### src/ile_pkg.sv
// Package for the indexed list engine: sizes, command codes and sequencer states.
// Used by the channel interfaces, the top level and the checker.
package ile_pkg;

  // List capacity and the widths that follow from it.
  localparam int LIST_DEPTH = 64;
  localparam int ADDR_W     = 6;
  localparam int CNT_W      = 7;
  localparam int CMD_W      = 4;
  localparam int DATA_W     = 32;

  typedef logic [CNT_W-1:0]         count_t;
  typedef logic [ADDR_W-1:0]        addr_t;
  typedef logic signed [DATA_W-1:0] word_t;

  // Command codes carried in the cmd field.
  typedef enum logic [CMD_W-1:0] {
    CMD_APPEND   = 4'd0,
    CMD_INSERT   = 4'd1,
    CMD_REMOVE   = 4'd2,
    CMD_GET      = 4'd3,
    CMD_SET      = 4'd4,
    CMD_SWAP     = 4'd5,
    CMD_CONTAINS = 4'd6,
    CMD_INDEX_OF = 4'd7,
    CMD_CLEAR    = 4'd8
  } cmd_t;

  // Sequencer states.
  typedef enum logic [3:0] {
    ST_IDLE,
    ST_DECODE,
    ST_INS_RD,
    ST_INS_WR,
    ST_REM_RD,
    ST_REM_WR,
    ST_GET,
    ST_SWAP_A,
    ST_SWAP_B,
    ST_SWAP_C,
    ST_SRCH_RD,
    ST_SRCH_CMP,
    ST_FINISH
  } state_t;

endpackage

### src/ile_ifs.sv
// Valid/ready channel interfaces for the indexed list engine: command and reply.
// Depends on ile_pkg for field widths.
interface ile_req_if;
  import ile_pkg::*;
  logic                    valid;
  logic                    ready;
  logic [CMD_W-1:0]        cmd;
  logic [6:0]              position;
  logic [5:0]              other_position;
  logic signed [DATA_W-1:0] value;

  modport source (output valid, cmd, position, other_position, value, input ready);
  modport sink   (input valid, cmd, position, other_position, value, output ready);
endinterface

interface ile_rsp_if;
  import ile_pkg::*;
  logic                     valid;
  logic                     ready;
  logic                     ok;
  logic signed [DATA_W-1:0] read_value;
  logic signed [6:0]        found_position;
  logic [6:0]               element_total;
  logic                     is_empty;

  modport source (output valid, ok, read_value, found_position, element_total, is_empty,
                  input ready);
  modport sink   (input valid, ok, read_value, found_position, element_total, is_empty,
                  output ready);
endinterface

### src/indexed_list_engine.sv
// Indexed list engine: fixed-capacity ordered list of signed words in a local memory.
// Depends on ile_pkg and the channel interfaces in ile_ifs.sv.
//
//   channel | direction | fields
//   req     | in        | cmd, position, other_position, value
//   rsp     | out       | ok, read_value, found_position, element_total, is_empty
//
// One command at a time goes through a sequencer around a memory with one write port and
// a registered read port. Insert and remove shift entries with a read and a write per
// entry moved, and a search reads and compares each entry visited. The next command is
// accepted once the sequencer is idle, even while the previous reply waits; a stalled
// reply holds the sequencer in its last state. Reset clears the sequencer state, the
// count and the reply valid, not the memory.
module indexed_list_engine (
  input  logic          clk,
  input  logic          rst,
  ile_req_if.sink       req,
  ile_rsp_if.source     rsp
);
  import ile_pkg::*;

  // Entry storage.
  word_t mem [LIST_DEPTH];
  word_t rd_data;

  // Sequencer and working registers.
  state_t state, state_next;
  count_t element_count;
  count_t idx, idx_next;
  word_t  tmp, tmp_next;
  logic [CMD_W-1:0] cmd_q;
  count_t pos_q;
  addr_t  pos2_q;
  word_t  val_q;

  logic   res_ok, res_ok_next;
  word_t  res_rd, res_rd_next;
  logic signed [6:0] res_fp, res_fp_next;
  count_t res_count, res_count_next;

  // Reply register.
  logic              out_valid;
  logic              out_ok;
  word_t             out_rd;
  logic signed [6:0] out_fp;
  count_t            out_total;

  // Memory port controls.
  logic   mem_we;
  addr_t  mem_waddr;
  word_t  mem_wdata;
  addr_t  mem_raddr;

  logic req_fire;
  logic out_free;
  logic in_full;
  logic pos_ok;
  logic pos2_ok;

  assign req.ready = (state == ST_IDLE);
  assign req_fire  = req.valid && req.ready;
  assign out_free  = !out_valid || rsp.ready;

  assign in_full = (element_count == CNT_W'(LIST_DEPTH));
  assign pos_ok  = (pos_q < element_count);
  assign pos2_ok = ({1'b0, pos2_q} < element_count);

  // Memory: one write and one registered read per cycle.
  always_ff @(posedge clk) begin
    if (mem_we) begin
      mem[mem_waddr] <= mem_wdata;
    end
    rd_data <= mem[mem_raddr];
  end

  // Next state, memory controls and working register updates.
  always_comb begin
    state_next     = state;
    idx_next       = idx;
    tmp_next       = tmp;
    res_ok_next    = res_ok;
    res_rd_next    = res_rd;
    res_fp_next    = res_fp;
    res_count_next = res_count;
    mem_we         = 1'b0;
    mem_waddr      = pos_q[ADDR_W-1:0];
    mem_wdata      = val_q;
    mem_raddr      = idx[ADDR_W-1:0];

    case (state)
      ST_IDLE: begin
        if (req_fire) begin
          state_next     = ST_DECODE;
          res_ok_next    = 1'b0;
          res_rd_next    = '0;
          res_fp_next    = '0;
          res_count_next = element_count;
          idx_next       = '0;
        end
      end

      ST_DECODE: begin
        state_next = ST_FINISH;
        case (cmd_q)
          CMD_APPEND: begin
            if (!in_full) begin
              mem_we         = 1'b1;
              mem_waddr      = element_count[ADDR_W-1:0];
              res_ok_next    = 1'b1;
              res_count_next = element_count + 1'b1;
            end
          end
          CMD_INSERT: begin
            if (pos_q <= element_count && !in_full) begin
              idx_next       = element_count;
              res_ok_next    = 1'b1;
              res_count_next = element_count + 1'b1;
              state_next     = ST_INS_RD;
            end
          end
          CMD_REMOVE: begin
            if (pos_ok) begin
              idx_next       = pos_q;
              res_ok_next    = 1'b1;
              res_count_next = element_count - 1'b1;
              state_next     = ST_REM_RD;
            end
          end
          CMD_GET: begin
            if (pos_ok) begin
              mem_raddr  = pos_q[ADDR_W-1:0];
              state_next = ST_GET;
            end else begin
              res_rd_next = '1;
            end
          end
          CMD_SET: begin
            if (pos_ok) begin
              mem_we      = 1'b1;
              res_ok_next = 1'b1;
            end
          end
          CMD_SWAP: begin
            if (pos_ok && pos2_ok) begin
              mem_raddr  = pos_q[ADDR_W-1:0];
              state_next = ST_SWAP_A;
            end
          end
          CMD_CONTAINS, CMD_INDEX_OF: begin
            idx_next   = '0;
            state_next = ST_SRCH_RD;
          end
          CMD_CLEAR: begin
            res_ok_next    = 1'b1;
            res_count_next = '0;
          end
          default: begin
            state_next = ST_FINISH;
          end
        endcase
      end

      // Insert: move entries up one at a time from the top, then place the new value.
      ST_INS_RD: begin
        if (idx == pos_q) begin
          mem_we     = 1'b1;
          state_next = ST_FINISH;
        end else begin
          mem_raddr  = ADDR_W'(idx - 1'b1);
          state_next = ST_INS_WR;
        end
      end

      ST_INS_WR: begin
        mem_we     = 1'b1;
        mem_waddr  = idx[ADDR_W-1:0];
        mem_wdata  = rd_data;
        idx_next   = idx - 1'b1;
        state_next = ST_INS_RD;
      end

      // Remove: move entries down one at a time from the removed position.
      ST_REM_RD: begin
        if (idx + 1'b1 >= element_count) begin
          state_next = ST_FINISH;
        end else begin
          mem_raddr  = ADDR_W'(idx + 1'b1);
          state_next = ST_REM_WR;
        end
      end

      ST_REM_WR: begin
        mem_we     = 1'b1;
        mem_waddr  = idx[ADDR_W-1:0];
        mem_wdata  = rd_data;
        idx_next   = idx + 1'b1;
        state_next = ST_REM_RD;
      end

      ST_GET: begin
        res_rd_next = rd_data;
        res_ok_next = 1'b1;
        state_next  = ST_FINISH;
      end

      // Swap: hold the first entry, write the second over it, then the first back.
      ST_SWAP_A: begin
        tmp_next   = rd_data;
        mem_raddr  = pos2_q;
        state_next = ST_SWAP_B;
      end

      ST_SWAP_B: begin
        mem_we     = 1'b1;
        mem_wdata  = rd_data;
        state_next = ST_SWAP_C;
      end

      ST_SWAP_C: begin
        mem_we      = 1'b1;
        mem_waddr   = pos2_q;
        mem_wdata   = tmp;
        res_ok_next = 1'b1;
        state_next  = ST_FINISH;
      end

      // Search: one entry per read and compare, from the bottom up.
      ST_SRCH_RD: begin
        if (idx >= element_count) begin
          if (cmd_q == CMD_INDEX_OF) begin
            res_fp_next = '1;
          end
          state_next = ST_FINISH;
        end else begin
          mem_raddr  = idx[ADDR_W-1:0];
          state_next = ST_SRCH_CMP;
        end
      end

      ST_SRCH_CMP: begin
        if (rd_data == val_q) begin
          res_ok_next = 1'b1;
          if (cmd_q == CMD_INDEX_OF) begin
            res_fp_next = idx;
          end
          state_next = ST_FINISH;
        end else begin
          idx_next   = idx + 1'b1;
          state_next = ST_SRCH_RD;
        end
      end

      ST_FINISH: begin
        if (out_free) begin
          state_next = ST_IDLE;
        end
      end

      default: begin
        state_next = ST_IDLE;
      end
    endcase
  end

  // State, count and reply valid.
  always_ff @(posedge clk) begin
    if (rst) begin
      state         <= ST_IDLE;
      element_count <= '0;
      out_valid     <= 1'b0;
    end else begin
      state <= state_next;
      if (state == ST_FINISH && out_free) begin
        element_count <= res_count;
        out_valid     <= 1'b1;
      end else if (rsp.ready) begin
        out_valid <= 1'b0;
      end
    end
  end

  // Working and reply payload registers.
  always_ff @(posedge clk) begin
    idx       <= idx_next;
    tmp       <= tmp_next;
    res_ok    <= res_ok_next;
    res_rd    <= res_rd_next;
    res_fp    <= res_fp_next;
    res_count <= res_count_next;
    if (req_fire) begin
      cmd_q  <= req.cmd;
      pos_q  <= req.position;
      pos2_q <= req.other_position;
      val_q  <= req.value;
    end
    if (state == ST_FINISH && out_free) begin
      out_ok    <= res_ok;
      out_rd    <= res_rd;
      out_fp    <= res_fp;
      out_total <= res_count;
    end
  end

  assign rsp.valid          = out_valid;
  assign rsp.ok             = out_ok;
  assign rsp.read_value     = out_rd;
  assign rsp.found_position = out_fp;
  assign rsp.element_total  = out_total;
  assign rsp.is_empty       = (out_total == '0);

endmodule

### src/flat_wrapper.sv
// flat-port wrapper written by rule: the top's interface ports become plain ports
module indexed_list_engine_flat import ile_pkg::*;
  (clk, rst, req_valid, req_cmd, req_position, req_other_position, req_value, req_ready, rsp_valid, rsp_ok, rsp_read_value, rsp_found_position, rsp_element_total, rsp_is_empty, rsp_ready);
  ile_req_if req_i ();
  ile_rsp_if rsp_i ();
  input  logic clk;
  input  logic rst;
  input wire logic [$bits(req_i.valid)-1:0] req_valid;
  input wire logic [$bits(req_i.cmd)-1:0] req_cmd;
  input wire logic [$bits(req_i.position)-1:0] req_position;
  input wire logic [$bits(req_i.other_position)-1:0] req_other_position;
  input wire logic [$bits(req_i.value)-1:0] req_value;
  output wire logic [$bits(req_i.ready)-1:0] req_ready;
  output wire logic [$bits(rsp_i.valid)-1:0] rsp_valid;
  output wire logic [$bits(rsp_i.ok)-1:0] rsp_ok;
  output wire logic [$bits(rsp_i.read_value)-1:0] rsp_read_value;
  output wire logic [$bits(rsp_i.found_position)-1:0] rsp_found_position;
  output wire logic [$bits(rsp_i.element_total)-1:0] rsp_element_total;
  output wire logic [$bits(rsp_i.is_empty)-1:0] rsp_is_empty;
  input wire logic [$bits(rsp_i.ready)-1:0] rsp_ready;
  assign req_i.valid = req_valid;
  assign req_i.cmd = req_cmd;
  assign req_i.position = req_position;
  assign req_i.other_position = req_other_position;
  assign req_i.value = req_value;
  assign req_ready = req_i.ready;
  assign rsp_valid = rsp_i.valid;
  assign rsp_ok = rsp_i.ok;
  assign rsp_read_value = rsp_i.read_value;
  assign rsp_found_position = rsp_i.found_position;
  assign rsp_element_total = rsp_i.element_total;
  assign rsp_is_empty = rsp_i.is_empty;
  assign rsp_i.ready = rsp_ready;
  indexed_list_engine u_core (.clk(clk), .rst(rst), .req(req_i), .rsp(rsp_i));
endmodule
### config.mk
export PLATFORM = sky130hd
export DESIGN_NAME = indexed_list_engine_flat
export DESIGN_NICKNAME = d
export VERILOG_FILES = /design/src/ile_pkg.sv /design/src/ile_ifs.sv /design/src/indexed_list_engine.sv /design/src/flat_wrapper.sv
export SDC_FILE = /design/constraint.sdc
export NUM_CORES = 2
export LEC_CHECK = 0
export BUFFER_PORTS_ARGS = -buffer_cell sky130_fd_sc_hd__buf_2
export CAP_MARGIN = 10
export CORE_MARGIN = 1.5
export CORE_UTILIZATION = 30
export CTS_CLUSTER_DIAMETER = 80
export DETAILED_ROUTE_END_ITERATION = 10
export GPL_ROUTABILITY_DRIVEN = 0
export PLACE_DENSITY = 0.55
export REMOVE_ABC_BUFFERS = 1
export SYNTH_ARGS = -nofsm -noshare
export SYNTH_HDL_FRONTEND = slang
export SYNTH_SLANG_ARGS = --single-unit
### constraint.sdc
create_clock -name clk -period 11.69 [get_ports clk]
set_input_delay 2.338 -clock clk [delete_from_list [all_inputs] [get_ports clk]]
set_output_delay 2.338 -clock clk [all_outputs]
set_load 0.05 [all_outputs]
* After elaboration in Yosys (flattened, before gate mapping)
Memories as Yosys holds them, arrays and structs flattened. A register that Yosys moved wholly into a read port is not among the register bits.
Cells that the tools add are included.
** Storage, ports and cells
- Output and inout port bits :: 50
- Bits in writable memories :: 2048
- Memories :: 1
- Register bits :: 194
** Cells by class
- Equal/unequal tests :: 39
- Reductions and logical operators :: 28
- Muxes and demuxes :: 59
- $add $sub $neg :: 4
- Magnitude comparators :: 5
** Memories
- u_core.mem :: words 64, bits a word 32, rd ports 1, clocked after Yosys merged registers in 1, wr ports 1, RTL line indexed_list_engine.sv:23 : word_t mem [LIST_DEPTH];
** Operator list (number)
- $mux W32 :: 3
- $pmux W32 S3 :: 1
- $mux W7 :: 12
- $pmux W32 S2 :: 1
- $pmux W4 S12 :: 1
- $pmux W7 S3 :: 2
- $mux W6 :: 6
- $pmux W7 S5 :: 1
- $eq A32 B32 Y1 :: 1
- $eq A4 B3 Y1 const B :: 8
- $mux W4 :: 8
- $pmux W7 S4 :: 1
- $eq A4 B4 Y1 const B :: 6
- $pmux W6 S4 :: 1
- $pmux W4 S5 :: 1
- $pmux W6 S3 :: 1
- $reduce_and A6 Y1 :: 3
- $eq A4 B2 Y1 const B :: 4
- $add A7 B1 Y7 const B :: 2
- $ge A7 B7 Y1 :: 2
- $pmux W7 S2 :: 1
- $sub A7 B1 Y7 const B :: 2
- $mux W1 :: 12
- $pmux W6 S2 :: 1
- other kinds (31) :: 54

* Logic depth before layout (Yosys ltp)
- Depth in word-level cells :: 6
- Gate-level depth with buffers :: 20
- Mapped depth without buffers :: 15

* Worst setup path after synthesis
Ideal clock, no wire load.
- Kind :: reg2out
- Start :: reg u_core.out_total[2], in the netlist u_core.rsp.element_total[2]
- End :: out rsp_is_empty
- Slack :: 6728 ps
- Data arrival time :: 2624 ps
- Cell stages (with the launch flop) :: 3
- Path through :: edfxtp_1 -> or4_1 -> nor4_1
** On the way
- Word-level cells in the longest chain between the ends :: 1
** RTL lines
- from (decl) :: RTL line indexed_list_engine.sv:46 : count_t out_total;
- from (signal assigned) :: RTL line indexed_list_engine.sv:300 : out_total <= res_count;
- $logic_not A7 Y1 :: RTL line indexed_list_engine.sv:309 : assign rsp.is_empty = (out_total == '0);
- to (decl) :: RTL line flat_wrapper.sv:19 : output wire logic [$bits(rsp_i.is_empty)-1:0] rsp_is_empty;
Every way passes these cells.

* Final worst setup path
- Start :: reg u_core.idx[1]
- End :: reg u_core.rd_data[22] (read register of u_core.mem)
** On the way
- Word-level cells in the longest chain between the ends :: 4
- Elaborated cells between the ends (all ways) :: 10
- Classes of those cells :: 2 x add/sub; 1 x order compare; 1 x eq/ne; 6 x mux
** RTL lines
- from (decl) :: RTL line indexed_list_engine.sv:29 : count_t idx, idx_next;
- from (signal assigned) :: RTL line indexed_list_engine.sv:284 : idx <= idx_next;
- $add A7 B1 Y7 :: RTL line indexed_list_engine.sv:184 : if (idx + 1'b1 >= element_count) begin
- $ge A7 B7 Y1 :: RTL line indexed_list_engine.sv:184
- $mux W6 :: RTL line indexed_list_engine.sv:184
- $pmux W6 S4 * :: RTL line indexed_list_engine.sv:90 : case (state)
- to (decl) :: RTL line indexed_list_engine.sv:24 : word_t rd_data;
Mark *: on every way between the ends. The rest lies on a longest branch, timed or not.
A chain may end at the register's enable or synchronous reset.

==> run metrics <==
reg-to-reg critical path endpoint=u_core.rd_data[22]$_DFF_P_; HP Class=reg2reg; worst rel slew slack=0.1317; All-Layer GR Usage=0.1843; worst r2r src=u_core.idx[1]$_DFFE_PP_; Mapped Avg Cell Area=13.70 um^2; Ys Warns=0; max-slew violations=0; commonest register cell after synthesis=edfxtp_1; Final setup viols=0; CTS buffer count=230; Reg clk slew, reported paths=approximately 0.06 ns; clk sinks=2274; P&R area growth vs syn=14.37%; die height=552.5 um; Via density=5.445; Hold Crit Start=u_core.res_rd[5]$_DFFE_PP_; vias in the first global route=54838; drt drc=0; Filler cells=between 20000 and 30000; Seq cells post-synth=2274; CP Data Arrival Time=7.35 ns; Final Skew=0.06154 ns; postcts setup bufs=0; Pwr Density=300.2 nW/um^2; DP Area=roughly 96000 um^2; worst skew pair latency=around 0.9 ns; CP Launch Type=flop; CTS resizes=0; worst reg-to-reg setup slack=5.15 ns; Yosys top cell by area=edfxtp_1; Syn Inst Count=about 6600; share of layout cells above drive strength 1=0.1071; I/O pin total=103; RSZ-0062 raised after global routing=false; VDD IR max=between 0.0004 and 0.0005 V; commonest non-fill, non-tap cell in the layout=edfxtp_1; R2R depth=17; gr ovfl total=0; global-route wire length before repair=410700 um; library cells used by synthesis=77; critical path endpoint category=flop; status=finished clean; final hold violations=0; CTS tree=yes; Die W=552.5 um; register area share after synthesis=0.7489; final WL=approximately 300000 um; Mapped Area=between 90000 and 100000 um^2; FP Rows=201; Routed Antenna Nets=0; CP bufs+invs=3; Critical Path RT=12.50 ns; slowest cell delay on critical path=roughly 0.8 ns; fin crit share=0.5595; Post-synth ARST share=0; initial drt markers=8527; crit-path cells=ha_1 > nand3_1 > xnor2_1 > ha_1 > a211o_1 > a211oi_1 > a211oi_1 > nand3b_4 > o21ai_4 > buf_4 > buf_4 > buf_12 > a22oi_1 > a32oi_1 > a32oi_1 > and4_1 > nand4_1; hold path depth=0; Slowest cell on crit path=buf_4; critical path fanouts, max=160; commonest cells after routing, fill and taps aside=edfxtp_1, nand2_1, nand3_1, a22oi_1, a32oi_1; Layout Utilization=0.3453; hpwl dp=154400 um; LEAKAGE=33.58 nW; min Tclk post-route=6.541 ns; Initial Util=0.3020; Design Power=a little over 30 mW; initial antenna violation count=10; hold endpoint=u_core.rsp.read_value[5]$_DFFE_PP_; core footprint=300000 um^2; worst slew pin tran=1.298 ns; Max-Cap Viols=0; Achievable Freq=between 150 and 200 MHz; Top Family by Delay on Critical Path=buffers and inverters; diode count=0; Final Instance Area=103600 um^2; Max Buffers Root-to-Sink=3; Crit Path Class=reg2reg; DIE AREA=305300 um^2; number of port buffers=102; # hold bufs at CTS=0; WL per Instance=26.97 um; Nets=6738; setup slack after layout=5.149 ns; largest net degree at the start of global routing=190; H-tree levels=4; Yosys top cell area share=0.7391; routed vias=58831; first-pass iteration count of the detailed router=5; Place WS=5.305 ns; CTS Root Cell=clkbuf_16; Area contributors post-synth=edfxtp_1, nand2_1, nand3_1; number of synthesized flops with an enable pin=~2200
==> Yosys cell counts, types with 6 or more instances <==
library cell,number
and3_1,22
edfxtp_1,2230
and4_1,55
a211oi_1,15
a222oi_1,6
nor3_1,15
a32oi_1,270
nor2b_1,11
o21a_1,9
xnor2_1,43
a221o_1,6
ha_1,33
o21ai_0,135
xor2_1,12
a21oi_1,103
nand4_1,56
nand2_1,1695
clkbuf_1,248
dfxtp_1,44
a31oi_1,117
a21boi_0,8
a22oi_1,281
a311o_1,8
nor2_1,110
mux2i_1,49
buf_4,13
or3_1,7
nand3_1,634
buf_2,162
inv_1,19
a21o_1,11
buf_1,37
a221oi_1,52
nand2b_1,11
==> registers in the layout (all words and copies together) (netlist names), 32 cells and up <==
register,flops
u_core.mem,2048
u_core.rd_data,32
u_core.tmp,32
u_core.val_q,32
u_core.res_rd,32
u_core.rsp.read_value,32
==> metal layers <==
layer  GRT usage  wire length (um)
met4     0.06757             10940
met2      0.2860            131600
met3     0.03338             27780
met1      0.2569            121000
met5           0                34
==> per-stage QoR <==
stage	hold WS (ns)	cells	TNS (ns)
3_3_place_gp	0.4086	10377	0
6_report	0.4149	10805	0
5_1_grt	0.4250	10805	0
2_1_floorplan	0.4003	6149	-391.10
3_5_place_dp	0.4054	10377	0
4_1_cts	0.4205	10805	0
==> worst max path at each step <==
stage / from / endpoint / slack (ns) / depth (start not counted)
finish: u_core.idx[1]$_DFFE_PP_ / u_core.rd_data[22]$_DFF_P_ / 5.15 / 17
global route: u_core.idx[0]$_DFFE_PP_ / u_core.rd_data[23]$_DFF_P_ / 4.92 / 17
CTS: u_core.idx[1]$_DFFE_PP_ / u_core.rd_data[10]$_DFF_P_ / 5.32 / 16
detailed placement: u_core.idx[1]$_DFFE_PP_ / u_core.rd_data[10]$_DFF_P_ / 5.31 / 16
global placement: u_core.idx[1]$_DFFE_PP_ / u_core.rd_data[27]$_DFF_P_ / 5.14 / 15
floorplan: u_core.idx[1]$_DFFE_PP_ / u_core.rd_data[10]$_DFF_P_ / -13.48 / 15
==> layout make-up <==
| type | instances | area, um^2 | share of cell area |
|---|---|---|---|
| well taps | 3958 | 4952 | 0.04780 |
| clock inverters | 101 | 1090 | 0.01052 |
| multi-input cells | 3855 | 21400 | 0.2066 |
| flip-flops and latches | 2274 | 67850 | 0.6548 |
| repair buffers | 270 | 1909 | 0.01843 |
| inverters | 20 | 75.07 | 0.0007245 |
| clock buffers | 327 | 6341 | 0.06120 |
==> cell families after synthesis <==
group / Yosys count / synth area share
AO/OA/AOI/OAI: 1069 / 0.08616
XOR/XNOR: 55 / 0.005317
adder cells (fa/ha/maj): 34 / 0.004778
buffers and inverters: 484 / 0.02316
flip-flops: 2274 / 0.7489
multiplexers: 50 / 0.005538
AND/OR/NAND/NOR: 2647 / 0.1262
==> worst register-to-register path: stages (launching register included) <==
cell and delay, ns:
edfxtp_1 0.61, ha_1 0.28, nand3_1 0.13, xnor2_1 0.35, ha_1 0.32, a211o_1 0.31, a211oi_1 0.28, a211oi_1 0.17
nand3b_4 0.27, o21ai_4 0.25, buf_4 0.56, buf_4 0.82, buf_12 0.73, a22oi_1 0.50, a32oi_1 0.22, a32oi_1 0.14
and4_1 0.41, nand4_1 0.15
==> where the power goes <==
| part | internal [mW] | switching, mW |
|---|---|---|
| clock network | 4.11 | 3.15 |
| registers | 11.2 | 0.450 |
| logic | 2.96 | 9.28 |
(Power assumes the default switching activity.)
